[src/rtl/kpl_pkg.sv]
// ----------------------------------------------------------------------------
// kpl_pkg
// Shared types, codes and the keypad decode table for the password lock.
// ----------------------------------------------------------------------------
package kpl_pkg;

    // lock modes, as shown on the result stream
    typedef enum logic [1:0] {
        MODE_ENTRY  = 2'd0,
        MODE_OPEN   = 2'd1,
        MODE_NEWPW  = 2'd2,
        MODE_LOCKED = 2'd3
    } mode_t;

    // configuration register indexes
    localparam int CFG_IDX_W = 1;
    typedef enum logic [CFG_IDX_W-1:0] {
        CFG_MAX_ATTEMPTS   = 1'd0,
        CFG_MIN_NEW_LENGTH = 1'd1
    } cfg_idx_t;

    localparam int CFG_DATA_W = 4;

    // register reset values
    localparam logic [3:0] MAX_ATTEMPTS_RST   = 4'd3;
    localparam logic [3:0] MIN_NEW_LENGTH_RST = 4'd6;

    // decoded key codes above the decimal digits
    localparam logic [3:0] KEY_CLEAR = 4'd10;
    localparam logic [3:0] KEY_ENTER = 4'd11;
    localparam logic [3:0] KEY_OTHER = 4'd12;

    localparam int KEY_W      = 4;
    localparam int NIBBLES    = 8;
    localparam int IN_TDATA_W = 8;
    localparam int OUT_TDATA_W = 48;

    // key request handed from the input register to the core
    typedef struct packed {
        logic             valid;
        logic [KEY_W-1:0] key;
    } key_req_t;

    // one result item, mode in the lowest bits
    typedef struct packed {
        logic                   entry_matches;
        logic [4*NIBBLES-1:0]   entry_digits;
        logic [3:0]             entry_length;
        logic [3:0]             attempts_left;
        mode_t                  mode;
    } result_t;

    // 4x4 keypad position to key code
    function automatic logic [3:0] key_code(input logic [KEY_W-1:0] idx);
        logic [3:0] code;
        unique case (idx)
            4'd0:    code = 4'd7;
            4'd1:    code = 4'd8;
            4'd2:    code = 4'd9;
            4'd4:    code = 4'd4;
            4'd5:    code = 4'd5;
            4'd6:    code = 4'd6;
            4'd8:    code = 4'd1;
            4'd9:    code = 4'd2;
            4'd10:   code = 4'd3;
            4'd12:   code = KEY_CLEAR;
            4'd13:   code = 4'd0;
            4'd14:   code = KEY_ENTER;
            default: code = KEY_OTHER;
        endcase
        return code;
    endfunction

endpackage

[src/rtl/kpl_in_stage.sv]
// ----------------------------------------------------------------------------
// kpl_in_stage
// Input register for key requests; refills in the cycle it is drained.
// ----------------------------------------------------------------------------
module kpl_in_stage (
    input  logic                             clk,
    input  logic                             rst_n,
    input  logic                             s_axis_tvalid,
    output logic                             s_axis_tready,
    input  logic [kpl_pkg::IN_TDATA_W-1:0]   s_axis_tdata,  // [3:0] key_index
    input  logic                             advance,
    output kpl_pkg::key_req_t                req
);

    logic                        valid_reg, valid_next;
    logic [kpl_pkg::KEY_W-1:0]   key_reg;
    logic                        take;

    // free when empty or being drained this cycle
    assign s_axis_tready = !valid_reg || advance;
    assign take          = s_axis_tvalid && s_axis_tready;

    always_comb
    begin
        if (take)
            valid_next = 1'b1;
        else if (advance)
            valid_next = 1'b0;
        else
            valid_next = valid_reg;
    end

    // control
    always_ff @(posedge clk or negedge rst_n)
    begin
        if (!rst_n)
            valid_reg <= 1'b0;
        else
            valid_reg <= valid_next;
    end

    // payload
    always_ff @(posedge clk)
    begin
        if (take)
            key_reg <= s_axis_tdata[kpl_pkg::KEY_W-1:0];
    end

    assign req.valid = valid_reg;
    assign req.key   = key_reg;

endmodule

[src/rtl/kpl_match.sv]
// ----------------------------------------------------------------------------
// kpl_match
// Parallel compare of an entry against the stored password, digits and length.
// ----------------------------------------------------------------------------
module kpl_match #(
    parameter int MAX_DIGITS = 8
) (
    input  logic [$clog2(MAX_DIGITS+1)-1:0]  entry_cnt,
    input  logic [MAX_DIGITS-1:0][3:0]       entry_digits,
    input  logic [$clog2(MAX_DIGITS+1)-1:0]  stored_cnt,
    input  logic [MAX_DIGITS-1:0][3:0]       stored_digits,
    output logic                             equal
);

    localparam int CW = $clog2(MAX_DIGITS + 1);

    logic [MAX_DIGITS-1:0] slot_ok;

    // slots at or above the length do not count
    always_comb
    begin
        for (int i = 0; i < MAX_DIGITS; i++)
        begin
            slot_ok[i] = (CW'(i) >= entry_cnt) || (entry_digits[i] == stored_digits[i]);
        end
    end

    assign equal = (entry_cnt == stored_cnt) && (&slot_ok);

endmodule

[src/rtl/kpl_core.sv]
// ----------------------------------------------------------------------------
// kpl_core
// Lock state, configuration registers and the single-pass next-state logic.
// ----------------------------------------------------------------------------
module kpl_core #(
    parameter int MAX_DIGITS = 8
) (
    input  logic                              clk,
    input  logic                              rst_n,
    input  logic                              cfg_we,
    input  logic [kpl_pkg::CFG_IDX_W-1:0]     cfg_addr,
    input  logic [kpl_pkg::CFG_DATA_W-1:0]    cfg_data,
    input  kpl_pkg::key_req_t                 req,
    input  logic                              advance,
    output kpl_pkg::result_t                  res_next
);

    localparam int CW     = $clog2(MAX_DIGITS + 1);
    localparam int IW     = $clog2(MAX_DIGITS);
    localparam int LW     = (CW > 4) ? CW : 4;
    localparam int PACK_N = (MAX_DIGITS < kpl_pkg::NIBBLES) ? MAX_DIGITS : kpl_pkg::NIBBLES;
    localparam int STORED_RST = (MAX_DIGITS < 8) ? MAX_DIGITS : 8;

    kpl_pkg::mode_t              mode_reg, mode_next;
    logic [3:0]                  min_len_reg;
    logic [3:0]                  att_reg, att_next;
    logic [CW-1:0]               cnt_reg, cnt_next, edit_cnt;
    logic [CW-1:0]               stored_cnt_reg, stored_cnt_next;
    logic [MAX_DIGITS-1:0][3:0]  entry_reg, entry_next;
    logic [MAX_DIGITS-1:0][3:0]  stored_reg, stored_next;
    logic [3:0]                  code;
    logic                        is_digit, is_clear, is_enter;
    logic                        edit_we, save, match_cur, match_next;
    logic [4*kpl_pkg::NIBBLES-1:0] packed_digits;

    // key decode
    assign code     = kpl_pkg::key_code(req.key);
    assign is_digit = (code <= 4'd9);
    assign is_clear = (code == kpl_pkg::KEY_CLEAR);
    assign is_enter = (code == kpl_pkg::KEY_ENTER);

    // entry edit: append while not full, delete while not empty
    assign edit_we = is_digit && (cnt_reg != CW'(MAX_DIGITS));
    always_comb
    begin
        if (edit_we)
            edit_cnt = cnt_reg + CW'(1);
        else if (is_clear && (cnt_reg != '0))
            edit_cnt = cnt_reg - CW'(1);
        else
            edit_cnt = cnt_reg;
    end

    // new password long enough to save
    assign save = is_enter && (LW'(cnt_reg) >= LW'(min_len_reg));

    // compare before the update, for the check on enter
    kpl_match #(.MAX_DIGITS(MAX_DIGITS)) u_match_cur (
        .entry_cnt     (cnt_reg),
        .entry_digits  (entry_reg),
        .stored_cnt    (stored_cnt_reg),
        .stored_digits (stored_reg),
        .equal         (match_cur)
    );

    // data-path updates per mode
    always_comb
    begin
        att_next        = att_reg;
        cnt_next        = cnt_reg;
        entry_next      = entry_reg;
        stored_next     = stored_reg;
        stored_cnt_next = stored_cnt_reg;
        unique case (mode_reg)
            kpl_pkg::MODE_ENTRY:
            begin
                cnt_next = edit_cnt;
                if (edit_we)
                    entry_next[cnt_reg[IW-1:0]] = code;
                if (is_enter)
                begin
                    if (match_cur)
                        cnt_next = '0;
                    else if (att_reg != 4'd0)
                        att_next = att_reg - 4'd1;
                end
            end
            kpl_pkg::MODE_OPEN:
            begin
                cnt_next = '0;
            end
            kpl_pkg::MODE_NEWPW:
            begin
                cnt_next = edit_cnt;
                if (edit_we)
                    entry_next[cnt_reg[IW-1:0]] = code;
                if (save)
                begin
                    for (int i = 0; i < MAX_DIGITS; i++)
                    begin
                        if (CW'(i) < cnt_reg)
                            stored_next[i] = entry_reg[i];
                    end
                    stored_cnt_next = cnt_reg;
                    cnt_next        = '0;
                end
            end
            kpl_pkg::MODE_LOCKED:
            begin
                cnt_next = cnt_reg;
            end
        endcase
    end

    // mode transitions
    always_comb
    begin
        mode_next = mode_reg;
        unique case (mode_reg)
            kpl_pkg::MODE_ENTRY:
            begin
                if (is_enter && match_cur)
                    mode_next = kpl_pkg::MODE_OPEN;
                else if (att_next == 4'd0)
                    mode_next = kpl_pkg::MODE_LOCKED;
            end
            kpl_pkg::MODE_OPEN:
            begin
                if (is_enter)
                    mode_next = kpl_pkg::MODE_NEWPW;
            end
            kpl_pkg::MODE_NEWPW:
            begin
                if (save)
                    mode_next = kpl_pkg::MODE_OPEN;
            end
            kpl_pkg::MODE_LOCKED:
            begin
                mode_next = kpl_pkg::MODE_LOCKED;
            end
        endcase
    end

    // compare after the update, for the result
    kpl_match #(.MAX_DIGITS(MAX_DIGITS)) u_match_next (
        .entry_cnt     (cnt_next),
        .entry_digits  (entry_next),
        .stored_cnt    (stored_cnt_next),
        .stored_digits (stored_next),
        .equal         (match_next)
    );

    // first digits packed, empty slots read as zero
    always_comb
    begin
        packed_digits = '0;
        for (int i = 0; i < PACK_N; i++)
        begin
            if (CW'(i) < cnt_next)
                packed_digits[4*i +: 4] = entry_next[i];
        end
    end

    assign res_next.mode          = mode_next;
    assign res_next.attempts_left = att_next;
    assign res_next.entry_length  = 4'(cnt_next);
    assign res_next.entry_digits  = packed_digits;
    assign res_next.entry_matches = match_next;

    // control state and configuration
    always_ff @(posedge clk or negedge rst_n)
    begin
        if (!rst_n)
        begin
            mode_reg       <= kpl_pkg::MODE_ENTRY;
            min_len_reg    <= kpl_pkg::MIN_NEW_LENGTH_RST;
            att_reg        <= kpl_pkg::MAX_ATTEMPTS_RST;
            cnt_reg        <= '0;
            stored_cnt_reg <= CW'(STORED_RST);
        end
        else
        begin
            if (cfg_we && (cfg_addr == kpl_pkg::CFG_MAX_ATTEMPTS))
                att_reg <= cfg_data;
            else if (advance)
                att_reg <= att_next;
            if (cfg_we && (cfg_addr == kpl_pkg::CFG_MIN_NEW_LENGTH))
                min_len_reg <= cfg_data;
            if (advance)
            begin
                mode_reg       <= mode_next;
                cnt_reg        <= cnt_next;
                stored_cnt_reg <= stored_cnt_next;
            end
        end
    end

    // stored password, reset to 1 2 3 4 5 6 7 8
    always_ff @(posedge clk or negedge rst_n)
    begin
        if (!rst_n)
        begin
            for (int i = 0; i < MAX_DIGITS; i++)
                stored_reg[i] <= (i < 8) ? 4'(i + 1) : 4'd0;
        end
        else if (advance)
            stored_reg <= stored_next;
    end

    // entry buffer, no reset
    always_ff @(posedge clk)
    begin
        if (advance)
            entry_reg <= entry_next;
    end

endmodule

[src/rtl/kpl_out_stage.sv]
// ----------------------------------------------------------------------------
// kpl_out_stage
// Result register on the master side; reloads while the old result is taken.
// ----------------------------------------------------------------------------
module kpl_out_stage (
    input  logic                              clk,
    input  logic                              rst_n,
    input  logic                              advance,
    input  kpl_pkg::result_t                  res_next,
    output logic                              load_ok,
    output logic                              m_axis_tvalid,
    input  logic                              m_axis_tready,
    output logic [kpl_pkg::OUT_TDATA_W-1:0]   m_axis_tdata
);

    logic              valid_reg, valid_next;
    kpl_pkg::result_t  res_reg;

    assign load_ok = !valid_reg || m_axis_tready;

    always_comb
    begin
        if (advance)
            valid_next = 1'b1;
        else if (m_axis_tready)
            valid_next = 1'b0;
        else
            valid_next = valid_reg;
    end

    // control
    always_ff @(posedge clk or negedge rst_n)
    begin
        if (!rst_n)
            valid_reg <= 1'b0;
        else
            valid_reg <= valid_next;
    end

    // payload
    always_ff @(posedge clk)
    begin
        if (advance)
            res_reg <= res_next;
    end

    assign m_axis_tvalid = valid_reg;
    assign m_axis_tdata  = {(kpl_pkg::OUT_TDATA_W - $bits(kpl_pkg::result_t))'(0), res_reg};

endmodule

[src/rtl/keypad_password_lock_unit.sv]
// ----------------------------------------------------------------------------
// keypad_password_lock_unit
// Keypad password lock: key presses in, lock status and entry out.
// ----------------------------------------------------------------------------
//  channel   | direction | handshake              | payload
//  s_axis    | in        | tvalid / tready        | tdata[3:0] key_index
//  m_axis    | out       | tvalid / tready        | tdata[42:0] result fields
//  cfg       | in        | cfg_we, no wait        | cfg_addr index, cfg_data value
//
//  one key request per clock sustained while each result is taken as it is
//  shown; an accepted key passes the input register, then one pass of
//  decode, compare and update into the result register
//  reset sets mode, counts and control registers at once and loads the
//  default password; the entry buffer and payload registers have no reset;
//  there is no clearing pass
//  a stalled result holds while the next key waits in the input register
// ----------------------------------------------------------------------------
module keypad_password_lock_unit #(
    parameter int MAX_DIGITS = 8
) (
    input  logic                              clk,
    input  logic                              rst_n,
    input  logic                              s_axis_tvalid,
    output logic                              s_axis_tready,
    input  logic [kpl_pkg::IN_TDATA_W-1:0]    s_axis_tdata,  // [3:0] key_index
    output logic                              m_axis_tvalid,
    input  logic                              m_axis_tready,
    // [1:0] mode, [5:2] attempts_left, [9:6] entry_length,
    // [41:10] entry_digits, [42] entry_matches
    output logic [kpl_pkg::OUT_TDATA_W-1:0]   m_axis_tdata,
    input  logic                              cfg_we,
    input  logic [kpl_pkg::CFG_IDX_W-1:0]     cfg_addr,
    input  logic [kpl_pkg::CFG_DATA_W-1:0]    cfg_data
);

    kpl_pkg::key_req_t  req;
    kpl_pkg::result_t   res_next;
    logic               load_ok;
    logic               advance;

    // key moves on when the result register can take its result
    assign advance = req.valid && load_ok;

    kpl_in_stage u_in (
        .clk           (clk),
        .rst_n         (rst_n),
        .s_axis_tvalid (s_axis_tvalid),
        .s_axis_tready (s_axis_tready),
        .s_axis_tdata  (s_axis_tdata),
        .advance       (advance),
        .req           (req)
    );

    kpl_core #(.MAX_DIGITS(MAX_DIGITS)) u_core (
        .clk      (clk),
        .rst_n    (rst_n),
        .cfg_we   (cfg_we),
        .cfg_addr (cfg_addr),
        .cfg_data (cfg_data),
        .req      (req),
        .advance  (advance),
        .res_next (res_next)
    );

    kpl_out_stage u_out (
        .clk           (clk),
        .rst_n         (rst_n),
        .advance       (advance),
        .res_next      (res_next),
        .load_ok       (load_ok),
        .m_axis_tvalid (m_axis_tvalid),
        .m_axis_tready (m_axis_tready),
        .m_axis_tdata  (m_axis_tdata)
    );

endmodule

[config.mk]
export PLATFORM = sky130hd
export DESIGN_NAME = keypad_password_lock_unit
export DESIGN_NICKNAME = d
export VERILOG_FILES = /design/src/rtl/kpl_pkg.sv /design/src/rtl/kpl_in_stage.sv /design/src/rtl/kpl_match.sv /design/src/rtl/kpl_core.sv /design/src/rtl/kpl_out_stage.sv /design/src/rtl/keypad_password_lock_unit.sv
export SDC_FILE = /design/constraint.sdc
export NUM_CORES = 1
export LEC_CHECK = 0
export ABC_AREA = 1
export BUFFER_PORTS_ARGS = -buffer_cell sky130_fd_sc_hd__buf_4
export CAP_MARGIN = 20
export CORE_AREA = 2 2 140 142
export DETAILED_ROUTE_END_ITERATION = 6
export DIE_AREA = 0 0 142 144
export PLACE_DENSITY_LB_ADDON = 0.1
export SYNTH_ARGS = -nofsm -noshare
export SYNTH_HDL_FRONTEND = slang
export SYNTH_HIERARCHICAL = 1
export SYNTH_SLANG_ARGS = --single-unit
export TNS_END_PERCENT = 10
[constraint.sdc]
create_clock -name clk -period 4.9 [get_ports clk]
set_input_delay 1.225 -clock clk [delete_from_list [all_inputs] [get_ports clk]]
set_output_delay 1.225 -clock clk [all_outputs]
set_load 0.05 [all_outputs]
After elaboration in Yosys (flattened, before gate mapping)

Memories as Yosys holds them, arrays and structs flattened. A register that Yosys moved wholly into a read port is not among the register bits.
Cells that the tools add are included.

Add/subtract/negate cells: 3
Multiply operators: 0
Divide/modulo/power cells: 0
$lt $le $gt $ge: 36
Equality and inequality tests: 24
Shift-type cells: 0
Muxes and demuxes: 39
Bitwise operators: 1
Reduce and logical (&&, ||, !) cells: 41

Operators by type and width:

| kind                                                | count |
|---|---|
| two-way mux 32 bit                                  | 4 |
| two-way mux 4 bit                                   | 23 |
| == test 4 bit                                       | 18 |
| bitwise mux 32 bit                                  | 1 |
| >= comparator 3 x 4 -> 1 bit (first input constant) | 8 |
| < comparator 3 x 4 -> 1 bit (first input constant)  | 8 |
| logical OR 1 bit                                    | 18 |
| >= comparator 1 x 4 -> 1 bit (first input constant) | 4 |
| >= comparator 2 x 4 -> 1 bit (first input constant) | 4 |
| < comparator 1 x 4 -> 1 bit (first input constant)  | 4 |
| < comparator 2 x 4 -> 1 bit (first input constant)  | 4 |
| case mux 4 bit (4 select lines)                     | 1 |
| AND reduction 8 bit                                 | 2 |
| demux 4 bit (select 3 bit)                          | 1 |
| logical AND 1 bit                                   | 11 |
| == test 4 bit (second input constant)               | 2 |
| two-way mux 2 bit                                   | 4 |
| case mux 2 bit (4 select lines)                     | 1 |
| nonzero test 4 bit                                  | 2 |
| subtractor 4 x 1 -> 4 bit (second input constant)   | 2 |
| nonzero test 2 bit                                  | 3 |
| adder 4 x 1 -> 4 bit (second input constant)        | 1 |
| == test 2 bit (second input constant)               | 2 |
| >= comparator 4 bit                                 | 1 |
| other kinds (11)                                    | 15 |

Bits in registers: 131
Bits in latches: 0
Memory bits (writable): 0
Memory bits (read-only): 64
Input bits: 18
Word-level logic and storage cells: 181
Memories kept: 1

Memory list:

| memory          | depth | bits a word | rd ports | clocked after memory_dff | write ports | RTL line      | RTL |
|---|---|---|---|---|---|---|---|
| (no name shown) | 16    | 4           | 1        | 1                        | 0           | kpl_pkg.sv:56 | `unique case (idx)` |

Logic depth before layout (Yosys ltp)

Gate-level depths: netlist of the first run.

Depth after elaboration: 11
Mapped depth: 27
Gate-level depth less buffers: 26

Cells and area by module

The synthesis of the first run kept the hierarchy.

By module, submodules not included:

| module                    | times used | cells each | area an instance (um^2) | sequential area each (um^2) |
|---|---|---|---|---|
| kpl_core                  | 1          | 697        | 5,081.1                 | 2,234.6 |
| kpl_match                 | 2          | 162        | 700.7                   | 0.0 |
| kpl_out_stage             | 1          | 54         | 1,377.6                 | 1,316.3 |
| kpl_in_stage              | 1          | 11         | 172.7                   | 145.1 |
| keypad_password_lock_unit | 1          | 2          | 7.5                     | 0.0 |

Worst setup path after synthesis of the first run

No wires, ideal clock.

Kind: input port to output port
Start: in m_axis_tready
End: out s_axis_tready
Arrival: 3.473 ns
Data required time: 3.675 ns
Setup slack: 0.202 ns
Stages: 6
Path buffers: 0
Cells stage by stage: inv_1 nand2_2 nand2_1 inv_1 inv_1 nand2_1

Longest elaborated chain between the ends: 3

Ends and longest elaborated chain:

| element            | RTL line                        | RTL |
|---|---|---|
| start: declaration | keypad_password_lock_unit.sv:27 | `input logic m_axis_tready,` |
| logical OR 1 bit   | kpl_out_stage.sv:19             | `assign load_ok = !valid_reg \|\| m_axis_tready;` |
| via load_ok        | keypad_password_lock_unit.sv:38 | `logic load_ok;` |
| logical AND 1 bit  | keypad_password_lock_unit.sv:42 | `assign advance = req.valid && load_ok;` |
| via advance        | keypad_password_lock_unit.sv:39 | `logic advance;` |
| logical OR 1 bit   | kpl_in_stage.sv:20              | `assign s_axis_tready = !valid_reg \|\| advance;` |
| end: declaration   | keypad_password_lock_unit.sv:24 | `output logic s_axis_tready,` |

The timed path passes the listed nets, and every way through them passes these cells.

==> run_results.csv, run 1 <==
group,metric,value,unit
run_status,outcome,"complete, no violations",
timing,period_needed,3.91,ns
route,wl,18.6,mm
cts,cts-buffers-inserted,17,
setup_path,critical_path_class,"reg -> reg",
cells_and_area,diodes,0,
cts,cts_tree,"done",
synth,synth-compound-area-share,8.99,%
power,power_density,688,mW/mm²
synth,synth_fa_ha_area_share,2.02,%
route,avgViaCountPerCell,4.71,
setup_path,cp-start-kind,"register",
synth,yosysSeqAreaShare,46.0,%
synth,ys.flop_type,"edfxtp_1",
cells_and_area,area_growth,15.0,%
cts,cts_root_buf,"clkbuf_16",
global_route,grt_pass1_vias,6038,
route,drcViolationCount,0,
route,ant_nets,0,
power,p_leak,4.52,nW
timing,hold_viol,0,
synth,synthMuxAreaShare,0,%
min_path,hold_path_class,"reg -> reg",
synth,yosys.area_share.simple,27.9,%
route,routedWlPerCell,13.3,µm
floorplan,io_pins,68,
synth,synth-xor-area-share,3.92,%
min_path,min_to,"u_core/stored_reg[31]",
floorplan,core_area,0.0191,mm²
cts,cts_setup_buffers,0,
cts,ctsHoldBuffers,0,
global_route,antenna_found_initial,0,
timing,maxSlewViolCount,0,
placement,gp_congestion,0.840,
setup_path,cp.arrival,4.19,ns
timing,tns,0,ns
cells_and_area,largest_reg_flops,43,
cells_and_area,nFillCells,1895,
cells_and_area,drive_above_1_share,12.9,%
setup_path,timing.rr.start,"u_in/key_reg[0]",
synth,synth_top_family_by_area,"simple AND/OR/NAND/NOR gates",
cts,clock_latency,0.43,ns
setup_path,slowest_stage,"nor3_4",
synth,synth_seq_cells,131,
global_route,gr-total-overflow,0,
synth,syn_inst,1088,
setup_path,crit_family,"simple AND/OR/NAND/NOR gates",
cts,cts.path.max_buffers,2,
setup_path,path_buf_inv,3,
floorplan,initial_core_util,42.1,%
setup_path,crit_path_start,"u_in/key_reg[0]",
setup_path,rr_worst_depth,22,
flow_run,maxCapViolCount,0,
placement,dpl.hpwl,12.7,mm
cells_and_area,nNetsFinal,1178,
synth,synth.cell_area,0.00804,mm²
min_path,hold_start,"u_core/stored_reg[31]",
synth,synthDistinctLibCells,38,
cts,cts.clk_slew.worst_paths,0.06,ns
floorplan,row_count,51,
setup_path,path_common_cell,"nand2_1",
timing,grt_setup_unrepaired,"false",
floorplan,die_w,142,µm
timing,worst_pin_slew,0.886,ns
min_path,whs_path_depth,2,
setup_path,worstPathRequired,5.18,ns
setup_path,crit_chain,"inv_1 -> ha_1 -> inv_1 -> nand2_1 -> nand3_1 -> nand2_2 -> nand2_2 -> nor2_4 -> nand2_2 -> nor3_4 -> nand2_1 -> o21ai_1 -> inv_1 -> nand2_1 -> nand2_1 -> nor2_1 -> nand2_1 -> nand2_1 -> nand2_1 -> nor2_1 -> nand2_1 -> nor2_2",
placement,dp.cells,1366,
route,vias,6578,
timing,fmax,255,MHz
setup_path,slowest_delay,0.55,ns
global_route,grt_max_degree,147,
synth,syn_area_per_cell,7.39,µm²
synth,synthArstFlopShare,39.7,%
timing,skew,0.00900,ns
placement,io_buffers,58,
global_route,grt_pass1_wl,30.3,mm
timing,period_share,79.9,%
power,ir_drop,0.000371,V
floorplan,die_h,144,µm
setup_path,end_kind,"register",
global_route,track_usage,19.3,%
setup_path,r2r_setup_slack,0.99,ns
timing,slew_headroom,40.5,%
setup_path,cp_max_fo,16,
setup_path,timing.rr.end,"u_out/m_axis_tdata[42]",
power,finalPower,6.36,mW
synth,synth_edf_count,79,
floorplan,die-area,0.0204,mm²
cts,cts_max_level,4,
cts,cts_resized,0,
cts,clock-sinks,131,
synth,synth_warnings,6,
timing,setup_viol,0,
route,dr.pass1.iters,5,
cells_and_area,stdcell_count,1398,
route,drtIter0Drc,360,
-- cells in the mapped netlist (3+ instances only) --
library cell / number / share of area [%]
nand2_1: 396 / 18
inv_1: 198 / 9.2
nor2_1: 95 / 4.4
edfxtp_1: 79 / 30
o21ai_0: 68 / 4.2
dfrtp_1: 34 / 11
xnor2_1: 33 / 3.6
nand3_1: 29 / 1.8
o21ai_1: 19 / 1.2
dfstp_2: 18 / 5.9
a21oi_1: 15 / 0.93
ha_1: 13 / 2.0
o21ai_2: 13 / 1.4
buf_4: 10 / 0.93
nand4_1: 10 / 0.78
clkbuf_1: 9 / 0.42
nand2_2: 8 / 0.62
buf_1: 4 / 0.19
inv_2: 4 / 0.19
nor2_2: 4 / 0.31
o211ai_1: 4 / 0.37
nand3_2: 3 / 0.37
nand3b_1: 3 / 0.28
xor2_1: 3 / 0.33
-- kinds of logic (layout without fill, tap and decap cells) --
kind of cell    Yosys count  after routing
compound gates          126            126
xor+xnor                 36             36
fa+ha+maj                13             13
buf+inv                 227            295
flops                   131            131
other cells               1              5
simple gates            554            554
-- area by class of cell --
| cell class | instances | area (µm²) | share of cell area, % |
|---|---|---|---|
| clock buffers | 17 | 425 | 4.60 |
| multi-input cells | 734 | 3460 | 37.4 |
| well taps | 238 | 298 | 3.22 |
| inverters | 203 | 767 | 8.30 |
| repair buffers | 60 | 463 | 5.01 |
| clock inverters | 15 | 134 | 1.45 |
| flip-flops and latches | 131 | 3700 | 40.0 |
-- through the flow --
| step | util [%] | hold slack [ns] | worst slack (ns) | cell area, µm² |
|---|---|---|---|---|
| after floorplan | - | 0.453 | 0.202 | 8060 |
| after global placement | 45.5 | 0.473 | 1.02 | 8680 |
| after detailed placement | 45.5 | 0.476 | 1.00 | 8680 |
| after CTS | 48.4 | 0.488 | 0.959 | 9240 |
| after global routing | 48.4 | 0.509 | 0.541 | 9240 |
| final | 48.4 | 0.485 | 0.985 | 9240 |
-- worst register-to-register path, cell delays in order, from the launching register on --
cell and delay, ns:
edfxtp_1 0.45, inv_1 0.17, ha_1 0.16, inv_1 0.06
nand2_1 0.06, nand3_1 0.09, nand2_2 0.28, nand2_2 0.12
nor2_4 0.24, nand2_2 0.13, nor3_4 0.55, nand2_1 0.40
o21ai_1 0.34, inv_1 0.07, nand2_1 0.06, nand2_1 0.05
nor2_1 0.12, nand2_1 0.06, nand2_1 0.05, nand2_1 0.07
nor2_1 0.08, nand2_1 0.07, nor2_2 0.11
-- per-layer routing --
| layer | track usage, % | vias to the layer above | share of wire (%) |
|---|---|---|---|
| met5 | 0 | - | 0 |
| met4 | 6.53 | 0 | 1.4 |
| met3 | 3.11 | 17 | 3.1 |
| met2 | 32.4 | 106 | 47 |
| met1 | 25.4 | 2971 | 48 |
| li1 | - | 3484 | - |
-- worst max path at each step --
stage	end	slack [ns]	cells past startpoint
5_1_grt	u_out/m_axis_tdata[42]	0.54	22
4_1_cts	u_out/m_axis_tdata[42]	0.96	22
3_3_place_gp	u_out/m_axis_tdata[42]	1.02	22
2_1_floorplan	s_axis_tready	0.20	6
6_report	u_out/m_axis_tdata[42]	0.99	22
3_5_place_dp	u_out/m_axis_tdata[42]	1.00	22
-- report_power, final --
group | leakage [nW] | switching, mW | internal [mW]
logic | 2.83 | 2.13 | 0.980
registers | 1.41 | 0.300 | 1.74
clock network | 0.275 | 0.510 | 0.701
-- placed cells by master (no fill, tap or decap), drive strengths merged, types with 4 or more instances in the layout --
cell type	n
a21oi	17
buf	60
clkbuf	17
clkinv	9
conb	5
dfrtp	34
dfstp	18
edfxtp	79
ha	13
inv	206
nand2	405
nand3	32
nand4	10
nor2	100
o211ai	4
o21ai	100
xnor2	33
(Power assumes the default switching activity.)
==> inputs of run 2 (changes only) <==
clock period = 3.2 ns   (was 4.9 ns; I/O delays follow)
==> run_results.csv, run 2 (synthesis gave the netlist of run 1 again) <==
group,metric,value,unit
floorplan,initial_core_util,42.1,%
cts,clock_latency,0.42,ns
setup_path,slowest_stage,"edfxtp_1",
cells_and_area,mostFrequentLayoutCells,"381 x nand2_1, 192 x inv_1, 115 x buf_4",
floorplan,core_area,0.0191,mm²
placement,dpl.hpwl,13.6,mm
timing,maxSlewViolCount,0,
setup_path,crit_path_start,"u_in/key_reg[0]",
cells_and_area,final_common_cell,"nand2_1",
cells_and_area,drive_above_1_share,20.6,%
cts,cts.path.max_buffers,2,
power,ir_drop,0.000490,V
timing,period_share,93.1,%
cts,cts.clk_slew.worst_paths,0.06,ns
timing,skew,0.00948,ns
global_route,grt_pass1_wl,30.8,mm
setup_path,timing.rr.end,"u_out/m_axis_tdata[42]",
floorplan,row_count,51,
power,finalPower,10.6,mW
route,avgViaCountPerCell,4.70,
setup_path,rr_worst_depth,25,
cts,cts_max_level,4,
global_route,grt_pass1_vias,6140,
placement,gp_congestion,0.923,
placement,io_buffers,58,
cells_and_area,largest_reg_flops,43,
timing,setup_viol,0,
setup_path,cp_max_fo,8,
cells_and_area,diodes,0,
setup_path,worstPathRequired,3.48,ns
flow_run,maxCapViolCount,0,
cts,cts_tree,"done",
floorplan,die_w,142,µm
route,wl,19.7,mm
cts,ctsHoldBuffers,0,
power,p_leak,4.92,nW
timing,tns,0,ns
setup_path,cp-start-kind,"register",
route,drcViolationCount,0,
power,power_density,1050,mW/mm²
timing,hold_viol,0,
floorplan,die_h,144,µm
setup_path,crit_family,"simple AND/OR/NAND/NOR gates",
cts,cts_root_buf,"clkbuf_16",
timing,period_needed,2.98,ns
min_path,hold_path_class,"in -> async",
setup_path,end_kind,"register",
setup_path,critical_path_class,"reg -> reg",
setup_path,slowest_delay,0.41,ns
cts,clock-sinks,131,
route,routedWlPerCell,13.5,µm
setup_path,path_common_cell,"nand2_1",
setup_path,path_buf_inv,6,
route,dr.pass1.iters,5,
global_route,gr-total-overflow,0,
run_status,outcome,"complete, no violations",
global_route,grt_max_degree,111,
route,vias,6858,
setup_path,r2r_setup_slack,0.22,ns
timing,slew_headroom,47.3,%
route,ant_nets,0,
floorplan,die-area,0.0204,mm²
floorplan,io_pins,68,
global_route,track_usage,19.6,%
timing,fmax,336,MHz
route,drtIter0Drc,436,
setup_path,timing.rr.start,"u_in/key_reg[0]",
setup_path,cp.arrival,3.26,ns
cts,cts-buffers-inserted,17,
cells_and_area,area_growth,24.7,%
timing,worst_pin_slew,0.791,ns
cells_and_area,nNetsFinal,1240,
global_route,antenna_found_initial,0,
run 2: cell types whose count changed in the layout (fill, tap and decap cells not counted), moves of 4 or more:
cell and delta:
o21ai_1 +4, buf_4 +56, o21ai_0 -22, nand2_1 -15
inv_1 -5, o21ai_2 +16, clkbuf_1 +5, clkinv_4 -4
buf_12 +4, nand2_2 +11
run 2: layer usage:
layer  routed length (µm)  vias to the layer above  part of all wire [%]  GRT usage (%)
li1                     -                     3593                     -              -
met1                 9500                     3122                    48           26.5
met2                 9310                      118                    47           32.0
met3                  556                       25                   2.8           3.11
met4                  341                        0                   1.7           6.74
met5                    0                        -                     0              0
run 2: cell type report:
| cell class | instances | area [µm²] |
|---|---|---|
| clock buffers | 23 | 458 |
| repair buffers | 122 | 986 |
| multi-input cells | 734 | 3660 |
| flip-flops and latches | 131 | 3700 |
| clock inverters | 9 | 154 |
| well taps | 238 | 298 |
| inverters | 203 | 773 |
| fillers | 1834 | 9050 |
run 2: timing repair:
action	4_1_cts	5_1_grt
buffers inserted	2	14
pin swaps	1	5
gates resized for setup	1	74
hold endpoints to repair	0	0
endpoints found under the setup margin	1	21
run 2: worst register-to-register path, stage by stage, from the launching register on:
cell and delay, ns:
edfxtp_1 0.41, buf_4 0.16, ha_1 0.18, inv_1 0.07, nand2_1 0.06, nand2_2 0.11, nand3_2 0.12, nor2_4 0.13
nand2_2 0.08, nor3_4 0.14, buf_6 0.16, inv_4 0.05, a21oi_4 0.13, buf_12 0.14, nand2_2 0.05, o21ai_2 0.08
inv_1 0.05, nand2_1 0.05, nand2_1 0.06, nor2_1 0.13, nand2_1 0.08, nand2_1 0.05, nand2_1 0.05, nor2_1 0.10
nand2_1 0.06, nor2_2 0.13
run 2: stage by stage:
step	worst slack (ns)	util, %	instances	hold slack (ns)	instance area, µm²
after floorplan	0.0211	-	1092	0.453	8080
after global placement	-0.0458	47.5	1412	0.473	9060
after detailed placement	-0.0575	47.5	1412	0.477	9060
after CTS	0.00615	50.8	1446	0.488	9690
after global routing	-0.0364	52.5	1460	0.510	10000
final	0.221	52.5	1460	0.456	10000
run 2: power by group:
part	switching (mW)	leakage (nW)	internal (mW)
clock network	0.740	0.292	1.32
registers	0.427	1.41	2.66
logic	3.51	3.22	1.91
total	4.68	4.92	5.89
run 2: worst max-delay path by stage:
stage / to / slack [ns] / cells past startpoint
6_report: u_out/m_axis_tdata[42] / 0.22 / 25
3_5_place_dp: u_out/m_axis_tdata[42] / -0.06 / 21
4_1_cts: u_out/m_axis_tdata[42] / 0.006 / 23
2_1_floorplan: s_axis_tready / 0.02 / 6
5_1_grt: u_out/m_axis_tdata[42] / -0.04 / 25
3_3_place_gp: u_out/m_axis_tdata[42] / -0.05 / 21
